File: config.mk
export PLATFORM = sky130hd
export DESIGN_NAME = takeoff_climb_rate_timer_top
export DESIGN_NICKNAME = d
export VERILOG_FILES = /design/src/tcrt_pkg.sv /design/src/tcrt_ctrl.sv /design/src/tcrt_dp.sv /design/src/takeoff_climb_rate_timer_top.sv
export SDC_FILE = /design/constraint.sdc
export NUM_CORES = 1
export LEC_CHECK = 0
export BUFFER_PORTS_ARGS = -buffer_cell sky130_fd_sc_hd__buf_2
export CORE_MARGIN = 10
export CORE_UTILIZATION = 42
export DETAILED_ROUTE_END_ITERATION = 7
export GPL_TIMING_DRIVEN = 0
export REMOVE_ABC_BUFFERS = 1
export SETUP_SLACK_MARGIN = 0.05
export SLEW_MARGIN = 5
export SYNTH_ARGS = -nofsm -noshare
export SYNTH_HDL_FRONTEND = slang
export SYNTH_SLANG_ARGS = --single-unit
File: constraint.sdc
create_clock -name clk -period 15.4 [get_ports clk]
set_clock_uncertainty 0.2 [all_clocks]
set_input_delay 1.54 -clock clk [delete_from_list [all_inputs] [get_ports clk]]
set_output_delay 1.54 -clock clk [all_outputs]
set_load 0.02 [all_outputs]
File: src/tcrt_pkg.sv
package tcrt_pkg;

	localparam int unsigned CMD_W   = 2;
	localparam int unsigned TIME_W  = 32;
	localparam int unsigned ALT_W   = 20;
	localparam int unsigned PIN_W   = 13;
	localparam int unsigned POUT_W  = 14;
	localparam int unsigned SPEED_W = 11;
	localparam int unsigned CFG_W   = 11;
	localparam int unsigned IDX_W   = 1;

	localparam int unsigned DVD_W   = 30;
	localparam int unsigned CNT_W   = 5;
	localparam logic [CNT_W-1:0] DIV_LAST = CNT_W'(DVD_W - 1);

	localparam logic [CMD_W-1:0] CMD_START = 2'd0;
	localparam logic [CMD_W-1:0] CMD_STOP  = 2'd1;
	localparam logic [CMD_W-1:0] CMD_QUERY = 2'd2;

	localparam logic [IDX_W-1:0] REG_CLIMB_LIMIT = 1'd0;
	localparam logic [IDX_W-1:0] REG_PILOT_LIMIT = 1'd1;

	typedef struct packed {
		logic load;
		logic exec;
		logic div_step;
		logic finish;
	} ctrl_cmd_t;

	typedef struct packed {
		logic start_go;
		logic out_free;
	} dp_status_t;

endpackage

File: src/tcrt_ctrl.sv
module tcrt_ctrl (
	input  logic                   clk,
	input  logic                   arst_n,
	input  logic                   in_valid,
	output logic                   in_ready,
	input  tcrt_pkg::dp_status_t   status,
	output tcrt_pkg::ctrl_cmd_t    cmd
);

	localparam logic [1:0] ST_IDLE = 2'd0;
	localparam logic [1:0] ST_EXEC = 2'd1;
	localparam logic [1:0] ST_DIV  = 2'd2;
	localparam logic [1:0] ST_FIN  = 2'd3;

	logic [1:0]                 state_q;
	logic [tcrt_pkg::CNT_W-1:0] cnt_q;

	assign in_ready = (state_q == ST_IDLE);

	always_comb begin
		cmd.load     = (state_q == ST_IDLE) && in_valid;
		cmd.exec     = (state_q == ST_EXEC) && (status.start_go || status.out_free);
		cmd.div_step = (state_q == ST_DIV);
		cmd.finish   = (state_q == ST_FIN) && status.out_free;
	end

	always_ff @(posedge clk or negedge arst_n) begin
		if (!arst_n) begin
			state_q <= ST_IDLE;
			cnt_q   <= '0;
		end else begin
			unique case (state_q)
				ST_IDLE: begin
					if (in_valid) state_q <= ST_EXEC;
				end
				ST_EXEC: begin
					if (status.start_go) begin
						state_q <= ST_DIV;
						cnt_q   <= '0;
					end else if (status.out_free) begin
						state_q <= ST_IDLE;
					end
				end
				ST_DIV: begin
					cnt_q <= cnt_q + 1'b1;
					if (cnt_q == tcrt_pkg::DIV_LAST) state_q <= ST_FIN;
				end
				ST_FIN: begin
					if (status.out_free) state_q <= ST_IDLE;
				end
				default: state_q <= ST_IDLE;
			endcase
		end
	end

endmodule

File: src/tcrt_dp.sv
module tcrt_dp (
	input  logic                                clk,
	input  logic                                arst_n,
	input  logic                                cfg_we,
	input  logic [tcrt_pkg::IDX_W-1:0]          cfg_index,
	input  logic [tcrt_pkg::CFG_W-1:0]          cfg_data,
	input  logic [tcrt_pkg::CMD_W-1:0]          cmd_in,
	input  logic [tcrt_pkg::TIME_W-1:0]         now_ms,
	input  logic [tcrt_pkg::ALT_W-1:0]          target_alt,
	input  logic signed [tcrt_pkg::PIN_W-1:0]   pilot_rate_in,
	input  tcrt_pkg::ctrl_cmd_t                 ctl,
	output tcrt_pkg::dp_status_t                status,
	output logic                                out_valid,
	input  logic                                out_ready,
	output logic                                takeoff_active,
	output logic [tcrt_pkg::SPEED_W-1:0]        takeoff_rate,
	output logic signed [tcrt_pkg::POUT_W-1:0]  pilot_rate_out
);

	localparam int unsigned SPEED_W = tcrt_pkg::SPEED_W;
	localparam int unsigned POUT_W  = tcrt_pkg::POUT_W;
	localparam int unsigned DVD_W   = tcrt_pkg::DVD_W;
	localparam int unsigned TIME_W  = tcrt_pkg::TIME_W;

	logic [tcrt_pkg::CFG_W-1:0] climb_lim_q;
	logic [tcrt_pkg::CFG_W-1:0] pilot_lim_q;

	logic [tcrt_pkg::CMD_W-1:0]        cmd_q;
	logic [TIME_W-1:0]                 now_q;
	logic [tcrt_pkg::ALT_W-1:0]        alt_q;
	logic signed [tcrt_pkg::PIN_W-1:0] pilot_q;

	logic               active_q;
	logic [SPEED_W-1:0] climb_speed_q;
	logic [TIME_W-1:0]  start_time_q;
	logic [TIME_W-1:0]  duration_q;

	logic [DVD_W-1:0]   dvd_q;
	logic [SPEED_W-1:0] rem_q;

	logic                      out_valid_q;
	logic                      out_active_q;
	logic [SPEED_W-1:0]        out_trate_q;
	logic signed [POUT_W-1:0]  out_prate_q;

	// climb speed from the limits
	logic [SPEED_W:0]   pv2;
	logic [27:0]        third_prod;
	logic [SPEED_W-1:0] two_thirds;
	logic [SPEED_W-1:0] pv_less50;
	logic [SPEED_W-1:0] mx;
	logic [SPEED_W-1:0] speed;

	always_comb begin
		pv2        = {pilot_lim_q, 1'b0};
		third_prod = 28'(pv2) * 28'd43691;
		two_thirds = third_prod[27:17];
		pv_less50  = pilot_lim_q - SPEED_W'(50);
		if (pilot_lim_q > SPEED_W'(50) && pv_less50 > two_thirds) mx = pv_less50;
		else mx = two_thirds;
		speed = (climb_lim_q < mx) ? climb_lim_q : mx;
	end

	assign status.start_go = (cmd_q == tcrt_pkg::CMD_START) && !active_q
		&& (speed != '0) && (alt_q != '0);
	assign status.out_free = !out_valid_q || out_ready;

	// divider step
	logic [SPEED_W:0]   rem_sh;
	logic               q_bit;
	logic [SPEED_W:0]   rem_sub;

	always_comb begin
		rem_sh  = {rem_q, dvd_q[DVD_W-1]};
		rem_sub = rem_sh - {1'b0, climb_speed_q};
		q_bit   = (rem_sh >= {1'b0, climb_speed_q});
	end

	// query split
	logic [TIME_W-1:0]        elapsed;
	logic                     expired;
	logic signed [POUT_W-1:0] pilot_x;
	logic signed [POUT_W-1:0] sp_x;
	logic signed [POUT_W-1:0] sum;
	logic signed [POUT_W-1:0] diff;

	logic                     r_active;
	logic [SPEED_W-1:0]       r_trate;
	logic signed [POUT_W-1:0] r_prate;
	logic                     r_stop;

	always_comb begin
		elapsed = now_q - start_time_q;
		expired = (elapsed >= duration_q);
		pilot_x = POUT_W'(pilot_q);
		sp_x    = signed'({{(POUT_W-SPEED_W){1'b0}}, climb_speed_q});
		sum     = pilot_x + sp_x;
		diff    = pilot_x - sp_x;
		r_active = active_q;
		r_trate  = '0;
		r_prate  = '0;
		r_stop   = 1'b0;
		unique case (cmd_q)
			tcrt_pkg::CMD_STOP: begin
				r_active = 1'b0;
				r_stop   = 1'b1;
			end
			tcrt_pkg::CMD_QUERY: begin
				r_prate = pilot_x;
				if (active_q) begin
					if (expired) begin
						r_active = 1'b0;
						r_stop   = 1'b1;
					end else if (climb_speed_q != '0) begin
						if (pilot_q < 0) begin
							if (sum > 0) begin
								r_trate = sum[SPEED_W-1:0];
								r_prate = '0;
							end else begin
								r_prate = sum;
							end
						end else begin
							r_trate = climb_speed_q;
							r_prate = (pilot_x > sp_x) ? diff : '0;
						end
					end
				end
			end
			default: begin
			end
		endcase
	end

	always_ff @(posedge clk or negedge arst_n) begin
		if (!arst_n) begin
			climb_lim_q <= tcrt_pkg::CFG_W'(250);
			pilot_lim_q <= tcrt_pkg::CFG_W'(250);
		end else if (cfg_we) begin
			unique case (cfg_index)
				tcrt_pkg::REG_CLIMB_LIMIT: climb_lim_q <= cfg_data;
				tcrt_pkg::REG_PILOT_LIMIT: pilot_lim_q <= cfg_data;
				default: begin
				end
			endcase
		end
	end

	always_ff @(posedge clk) begin
		if (ctl.load) begin
			cmd_q   <= cmd_in;
			now_q   <= now_ms;
			alt_q   <= target_alt;
			pilot_q <= pilot_rate_in;
		end
	end

	always_ff @(posedge clk) begin
		if (ctl.exec && status.start_go) begin
			dvd_q <= DVD_W'(alt_q) * DVD_W'(1000);
			rem_q <= '0;
		end else if (ctl.div_step) begin
			dvd_q <= {dvd_q[DVD_W-2:0], q_bit};
			rem_q <= q_bit ? rem_sub[SPEED_W-1:0] : rem_sh[SPEED_W-1:0];
		end
	end

	always_ff @(posedge clk or negedge arst_n) begin
		if (!arst_n) begin
			active_q      <= 1'b0;
			climb_speed_q <= '0;
			start_time_q  <= '0;
			duration_q    <= '0;
		end else if (ctl.exec) begin
			if (status.start_go) begin
				climb_speed_q <= speed;
				start_time_q  <= now_q;
			end else begin
				active_q <= r_active;
				if (r_stop) start_time_q <= '0;
			end
		end else if (ctl.finish) begin
			active_q   <= 1'b1;
			duration_q <= TIME_W'(dvd_q);
		end
	end

	logic out_wr;
	assign out_wr = (ctl.exec && !status.start_go) || ctl.finish;

	always_ff @(posedge clk or negedge arst_n) begin
		if (!arst_n) begin
			out_valid_q <= 1'b0;
		end else if (out_wr) begin
			out_valid_q <= 1'b1;
		end else if (out_ready) begin
			out_valid_q <= 1'b0;
		end
	end

	always_ff @(posedge clk) begin
		if (out_wr) begin
			if (ctl.finish) begin
				out_active_q <= 1'b1;
				out_trate_q  <= '0;
				out_prate_q  <= '0;
			end else begin
				out_active_q <= r_active;
				out_trate_q  <= r_trate;
				out_prate_q  <= r_prate;
			end
		end
	end

	assign out_valid      = out_valid_q;
	assign takeoff_active = out_active_q;
	assign takeoff_rate   = out_trate_q;
	assign pilot_rate_out = out_prate_q;

endmodule

File: src/takeoff_climb_rate_timer_top.sv
// takeoff climb-rate timer
// input channel in_valid/in_ready carries one command word: cmd, now_ms,
// target_alt and pilot_rate_in. every word gives exactly one result word on
// out_valid/out_ready: takeoff_active, takeoff_rate, pilot_rate_out.
// climb_speed_limit (index 0) and pilot_vertical_limit (index 1) are written
// through cfg_we/cfg_index/cfg_data. the user must write them only while the
// block is idle; the block itself does not enforce this. one word is worked at
// a time: a stop, query or ignored start word moves from idle to exec, writes
// its result to the output register once that register is free, and returns
// to idle to take the next word. a start that arms the timer runs a restoring
// divider of target_alt*1000 by the climb speed, one quotient bit per cycle
// across the 30-bit dividend, then writes its result once the output is free.
// a finished result sits in an output register; the input still takes a new
// word while it waits, but that word's result is held back until the
// receiver takes the previous one.
// reset (arst_n low) clears the timer state, empties the output register and
// loads both limits with 250.
module takeoff_climb_rate_timer_top (
	input  logic                                clk,
	input  logic                                arst_n,
	input  logic                                cfg_we,
	input  logic [tcrt_pkg::IDX_W-1:0]          cfg_index,
	input  logic [tcrt_pkg::CFG_W-1:0]          cfg_data,
	input  logic                                in_valid,
	output logic                                in_ready,
	input  logic [tcrt_pkg::CMD_W-1:0]          cmd,
	input  logic [tcrt_pkg::TIME_W-1:0]         now_ms,
	input  logic [tcrt_pkg::ALT_W-1:0]          target_alt,
	input  logic signed [tcrt_pkg::PIN_W-1:0]   pilot_rate_in,
	output logic                                out_valid,
	input  logic                                out_ready,
	output logic                                takeoff_active,
	output logic [tcrt_pkg::SPEED_W-1:0]        takeoff_rate,
	output logic signed [tcrt_pkg::POUT_W-1:0]  pilot_rate_out
);

	tcrt_pkg::ctrl_cmd_t  ctl;
	tcrt_pkg::dp_status_t status;

	tcrt_ctrl u_ctrl (
		.clk      (clk),
		.arst_n   (arst_n),
		.in_valid (in_valid),
		.in_ready (in_ready),
		.status   (status),
		.cmd      (ctl)
	);

	tcrt_dp u_dp (
		.clk            (clk),
		.arst_n         (arst_n),
		.cfg_we         (cfg_we),
		.cfg_index      (cfg_index),
		.cfg_data       (cfg_data),
		.cmd_in         (cmd),
		.now_ms         (now_ms),
		.target_alt     (target_alt),
		.pilot_rate_in  (pilot_rate_in),
		.ctl            (ctl),
		.status         (status),
		.out_valid      (out_valid),
		.out_ready      (out_ready),
		.takeoff_active (takeoff_active),
		.takeoff_rate   (takeoff_rate),
		.pilot_rate_out (pilot_rate_out)
	);

endmodule
# After elaboration in Yosys (flattened, before gate mapping)
# Cells that the tools add are included.
[word_totals]
word_cells = 118
input_bits = 84
reg_bits = 238
[op_classes]
n_lt_le_gt_ge = 8
n_eq_ne = 10
add_sub_neg = 6
bitwise = 5
reduce_logical = 35
mul = 2
muxes = 33
[op_table]
columns = ["operator", "n"]
rows = [
  ["14-bit 2-to-1 mux", 6],
  ["32-bit 2-to-1 mux", 2],
  ["30-bit 2-to-1 mux", 2],
  ["11-bit 2-to-1 mux", 5],
  ["32-bit by 30-bit >= comparator with 1-bit output", 1],
  ["32-bit subtractor", 1],
  ["11-bit by 16-bit multiplier with 27-bit output, second input constant", 1],
  ["20-bit by 7-bit multiplier with 27-bit output, second input constant", 1],
  ["11-bit nonzero test", 2],
  ["20-bit nonzero test", 1],
  ["2-bit AND reduction", 8],
  ["13-bit by 12-bit adder with 14-bit output", 1],
  ["14-bit by 1-bit > comparator with 1-bit output, second input constant", 1],
  ["13-bit by 12-bit subtractor with 14-bit output", 1],
  ["13-bit by 12-bit > comparator with 1-bit output", 1],
  ["13-bit by 1-bit < comparator with 1-bit output, second input constant", 1],
  ["12-bit by 11-bit >= comparator with 1-bit output", 1],
  ["11-bit > comparator", 1],
  ["11-bit by 6-bit > comparator with 1-bit output, second input constant", 1],
  ["11-bit < comparator", 1],
  ["11-bit subtractor", 1],
  ["11-bit by 6-bit subtractor with 11-bit output, second input constant", 1],
  ["5-bit case mux with 2 select lines", 1],
  ["2-bit nonzero test", 5],
  ["other kinds (18)", 52],
]

# Depth between registers and ports, before layout
[logic_depth]
word_depth = 14
ltp_mapped = 47

# Cells and area by module
# From an unflattened synthesis, not the netlist that was laid out.
[hier_totals]
hier_cells = 2018
hier_area_um2 = 20226.9
[by_module_without_submodules]
columns = ["module", "instances", "cells_each", "seq_area_each_um2", "area_per_inst_um2"]
rows = [
  ["tcrt_dp", 1, 1974, 6326.1, 19814.0],
  ["tcrt_ctrl", 1, 44, 175.2, 412.9],
]

# Worst setup path before layout
# No wires, ideal clock.
[synth_timing]
path_type = "register -> register"
from = "register u_dp.pilot_lim_q[9] (netlist name)"
to = "register u_dp.out_prate_q[0] (netlist: u_dp.pilot_rate_out[0]) (enable)"
path_stages_with_launch = 40
setup_slack_ns = 4.930
required_ns = 14.782
setup_time_ns = 0.418
arrival_time_ns = 9.852
path_cell_list = "dfrtp_1 > inv_1 > ha_1 > inv_1 > fa_1 > fa_1 > inv_1 > fa_1 > inv_1 > fa_1 > inv_1 > ha_1 > a2111o_1 > o21ai_2 > nand4b_4 > a41oi_4 > a211oi_2 > o21ai_1 > (+4 left out) > o211a_1 > o21ai_2 > buf_2 > mux2i_1 > ha_1 > a21o_1 > a21o_1 > a21o_1 > a21oi_1 > nor2b_1 > o21ai_0 > nand2b_1 > a21oi_1 > nand2_1 > a21oi_1 > o211a_1 > o21bai_1 > a21oi_1"
[synth_via]
elab_chain_cells = 13
[synth_lines]
columns = ["element", "line_no", "source"]
rows = [
  ["start: declaration", "tcrt_dp.sv:26", "logic [tcrt_pkg::CFG_W-1:0] pilot_lim_q;"],
  ["start signal: assignment", "tcrt_dp.sv:137", "pilot_lim_q <= tcrt_pkg::CFG_W'(250);"],
  ["start signal: assignment", "tcrt_dp.sv:141", "tcrt_pkg::REG_PILOT_LIMIT: pilot_lim_q <= cfg_data;"],
  ["11-bit by 16-bit multiplier with 27-bit output or 11-bit by 6-bit subtractor with 11-bit output (tied branches)", "tcrt_dp.sv:56, tcrt_dp.sv:58", ""],
  ["11-bit > comparator", "tcrt_dp.sv:59", "if (pilot_lim_q > SPEED_W'(50) && pv_less50 > two_thirds) mx = pv_less50;"],
  ["1-bit logical AND", "tcrt_dp.sv:59", ""],
  ["11-bit 2-to-1 mux (*)", "tcrt_dp.sv:59", ""],
  ["11-bit < comparator", "tcrt_dp.sv:61", "speed = (climb_lim_q < mx) ? climb_lim_q : mx;"],
  ["11-bit 2-to-1 mux (*)", "tcrt_dp.sv:61", ""],
  ["11-bit nonzero test (*)", "tcrt_dp.sv:65", "&& (speed != '0) && (alt_q != '0);"],
  ["1-bit logical AND (*) (2 in a row)", "tcrt_dp.sv:65", ""],
  ["1-bit logical OR", "tcrt_ctrl.sv:22", "cmd.exec = (state_q == ST_EXEC) && (status.start_go || status.out_free);"],
  ["1-bit logical AND", "tcrt_ctrl.sv:22", ""],
  ["1-bit logical AND (*)", "tcrt_dp.sv:188", "assign out_wr = (ctl.exec && !status.start_go) || ctl.finish;"],
  ["1-bit logical OR (*)", "tcrt_dp.sv:188", ""],
  ["net u_dp.out_wr", "tcrt_dp.sv:187", "logic out_wr;"],
  ["end signal: assignment", "tcrt_dp.sv:209", "out_prate_q <= r_prate;"],
  ["end: declaration", "tcrt_dp.sv:44", "logic signed [POUT_W-1:0] out_prate_q;"],
]
# The timed path passes the listed nets; every way through them passes the cells marked *.
# A chain may end at the register's enable or synchronous reset.

# Final worst setup path
[layout_timing]
from = "register u_dp.pilot_lim_q[9] (netlist name)"
to = "register u_dp.dvd_q[16] (enable)"
[layout_via]
elab_chain_cells = 13
[layout_lines]
columns = ["element", "line_no", "source"]
rows = [
  ["11-bit by 16-bit multiplier with 27-bit output or 11-bit by 6-bit subtractor with 11-bit output (tied branches)", "tcrt_dp.sv:56, tcrt_dp.sv:58", ""],
  ["11-bit > comparator", "tcrt_dp.sv:59", ""],
  ["1-bit logical AND", "tcrt_dp.sv:59", ""],
  ["11-bit 2-to-1 mux (*)", "tcrt_dp.sv:59", ""],
  ["11-bit < comparator", "tcrt_dp.sv:61", ""],
  ["11-bit 2-to-1 mux (*)", "tcrt_dp.sv:61", ""],
  ["11-bit nonzero test (*)", "tcrt_dp.sv:65", ""],
  ["1-bit logical AND (*) (2 in a row)", "tcrt_dp.sv:65", ""],
  ["1-bit logical OR", "tcrt_ctrl.sv:22", ""],
  ["1-bit logical AND", "tcrt_ctrl.sv:22", ""],
  ["1-bit logical AND (*)", "tcrt_dp.sv:158", "if (ctl.exec && status.start_go) begin"],
  ["2-bit nonzero test (no line) (*)", "--", ""],
  ["end signal: assignment", "tcrt_dp.sv:159", "dvd_q <= DVD_W'(alt_q) * DVD_W'(1000);"],
  ["end signal: assignment", "tcrt_dp.sv:162", "dvd_q <= {dvd_q[DVD_W-2:0], q_bit};"],
  ["end: declaration", "tcrt_dp.sv:38", "logic [DVD_W-1:0] dvd_q;"],
]
# Mark *: on every way between the ends. The rest lies on a longest branch, timed or not.

==> impl_metrics.env <==
export IMPL_synth_edf_count=120
export IMPL_pin_count=112
export IMPL_drt_total_wl_um=44500
export IMPL_crit_arrival_ps=12660
export IMPL_gr_total_overflow=0
export IMPL_synth_seq_cells=238
export IMPL_fin_setup_tns_ps=0
export IMPL_min_from="u_dp.rem_q[10]"
export IMPL_mostFrequentLayoutCells="inv_1 (286), ha_1 (271), edfxtp_1 (120), nand2_1 (115), fa_1 (112)"
export IMPL_worstPathMaxFanout=27
export IMPL_hold_viol_final=0
export IMPL_cts_resized=0
export IMPL_wl_per_cell_um=16.7
export IMPL_yosys_area_top_type="edfxtp_1"
export IMPL_synth_area_leaders="edfxtp_1 (18%), ha_1 (17%), dfrtp_1 (12%)"
export IMPL_antenna_found_initial=0
export IMPL_worstMarginPinSlew_ps=1270
export IMPL_reg2reg_to="u_dp.dvd_q[16]"
export IMPL_first_iter_violations=574
export IMPL_path_common_cell="inv_1"
export IMPL_start_util=0.427
export IMPL_grt_pass1_wl_um=74300
export IMPL_post_cts_buffers=0
export IMPL_portBuffers=111
export IMPL_drc_errors=0
export IMPL_crit_start="u_dp.pilot_lim_q[9]"
export IMPL_finalSetupViolations=0
export IMPL_firstDrtPassIters=5
export IMPL_h_tree_depth=1
export IMPL_rrSetupSlack_ps=2710
export IMPL_grt_max_degree=87
export IMPL_final_nets=2495
export IMPL_cts_buffer_depth=3
export IMPL_yosysSeqAreaShare=0.325
export IMPL_dpl_hpwl_um=35000
export IMPL_slowest_stage="or2_1"
export IMPL_die_area_um2=56700
export IMPL_rsz0062_at_grt="no"
export IMPL_row_count=79
export IMPL_area_growth_pct=11.2
export IMPL_min_period_ps=12690
export IMPL_postRouteAntennaNets=0
export IMPL_grt_pass1_vias=14785
export IMPL_via_per_inst=5.30
export IMPL_status="finished, final reports clean"
export IMPL_fmax_mhz=78.8
export IMPL_min_to="u_dp.rem_q[10]"
export IMPL_setup_worst_path_class="flip-flop to flip-flop"
export IMPL_coreArea_um2=46800
export IMPL_slowest_delay_ps=940
export IMPL_endpoint_kind="flip-flop"
export IMPL_drv_cap=0
export IMPL_slew_headroom=0.151
export IMPL_routabilityCongestion=0.842
export IMPL_die_y_um=238
export IMPL_hold_depth=2
export IMPL_hold_class="flip-flop to flip-flop"
export IMPL_nFillCells=4308
export IMPL_synthCells=1926
export IMPL_layout_commonest_cell="inv_1"
export IMPL_synth_main_ff_cell="edfxtp_1"
export IMPL_cts_tree="yes"
export IMPL_synthArstFlopShare=0.437
export IMPL_vias=14080
export IMPL_synth_area_um2=20000
export IMPL_die_x_um=238
export IMPL_fin_crit_sh=0.824
export IMPL_cts_hold_buffers=0
export IMPL_yosys_warnings=0
export IMPL_antenna_cells=0
export IMPL_numCtsBuffers=29
export IMPL_path_clk_slew_ps=60
export IMPL_insertion_delay_ps=560
export IMPL_drive_gt1_frac=0.129
export IMPL_critPathLaunchType="flip-flop"
export IMPL_synth_cell_types=86
export IMPL_grt_total_usage=0.158
export IMPL_slew_viol_final=0
export IMPL_cp_required_ps=15370
export IMPL_crit_reg2reg_launch="u_dp.pilot_lim_q[9]"
export IMPL_reg2reg_depth=43
export IMPL_synth_top_area_frac=0.180
export IMPL_clock_sinks=238
export IMPL_avgSynthCellArea_um2=10.4
export IMPL_clock_tree_root_cell="clkbuf_16"
==> sequential cells by signal, summed over array words and instances (netlist names) <==
name	count
u_dp.pilot_rate_out	14
u_ctrl.state_q	2
u_dp.alt_q	20
u_ctrl.cnt_q	5
u_dp.climb_speed_q	11
u_dp.takeoff_rate	11
u_dp.cmd_q	2
u_dp.pilot_lim_q	11
u_dp.rem_q	11
u_dp.takeoff_active	1
u_dp.pilot_q	13
u_dp.out_valid	1
u_dp.dvd_q	30
u_dp.active_q	1
u_dp.now_q	32
u_dp.climb_lim_q	11
u_dp.start_time_q	32
u_dp.duration_q	30
==> worst max-delay path by stage <==
| stage | end | slack (ps) | depth (start not counted) |
|---|---|---|---|
| 2_1_floorplan | u_dp.dvd_q[10] | 3000 | 38 |
| 3_3_place_gp | u_dp.dvd_q[21] | 400 | 41 |
| 3_5_place_dp | u_dp.dvd_q[23] | 2780 | 43 |
| 4_1_cts | u_dp.dvd_q[11] | 2790 | 43 |
| 5_1_grt | u_dp.dvd_q[17] | 1940 | 43 |
| 6_report | u_dp.dvd_q[16] | 2710 | 43 |
==> metrics by stage <==
step	hold slack (ps)	instances	setup WS (ps)	util	instance area [µm²]
floorplan	232	1875	3000	-	19700
global placement	240	2593	399	0.450	21000
detailed placement	260	2604	2780	0.455	21300
CTS	268	2657	2790	0.475	22200
global route	296	2657	1940	0.475	22200
finish	267	2657	2710	0.475	22200
==> cells by family after synthesis <==
| logic type | Yosys count | synth area share |
|---|---|---|
| mux | 107 | 0.0580 |
| xor+xnor | 88 | 0.0396 |
| fa+ha+maj | 384 | 0.282 |
| flops | 238 | 0.325 |
| compound gates | 423 | 0.142 |
| buf+inv | 337 | 0.0671 |
| simple gates | 349 | 0.0854 |
==> worst max-delay path, delay by kind of cell, from the launching register on <==
kind	cells	cell delay (ps)
compound gates	18	4920
fa+ha+maj	8	3300
simple gates	7	1670
buf+inv	8	890
flops	1	530
mux	1	390
xor+xnor	1	300
==> synth_stat cells, drive strengths merged, types with 38 or more instances <==
cell type and number:
mux2 67, clkbuf 38, dfrtp 92, ha 271, a21oi 110, nand2 115
o21ai 84, edfxtp 120, xnor2 65, mux2i 40, fa 112, inv 286
a21o 48, nor2 81
==> routing by layer <==
| layer | up-vias | track usage | part of all wire |
|---|---|---|---|
| li1 | 6932 | - | - |
| met1 | 6883 | 0.202 | 0.46 |
| met2 | 211 | 0.275 | 0.48 |
| met3 | 54 | 0.0265 | 0.039 |
| met4 | 0 | 0.0311 | 0.019 |
| met5 | - | 0 | 0 |
==> layout make-up <==
| type | instances | area (µm²) | share of cell area |
|---|---|---|---|
| Timing Repair Buffer | 122 | 754 | 0.0340 |
| Clock buffer | 40 | 798 | 0.0359 |
| Sequential cell | 238 | 6500 | 0.293 |
| Multi-Input combinational cell | 1351 | 12200 | 0.548 |
| Clock inverter | 13 | 145 | 0.00653 |
| Tap cell | 607 | 759 | 0.0342 |
| Inverter | 286 | 1070 | 0.0483 |
Power is left out: the tool's default activity adds up to more than one toggle a clock period on the data nets, which glitch-free logic cannot reach.
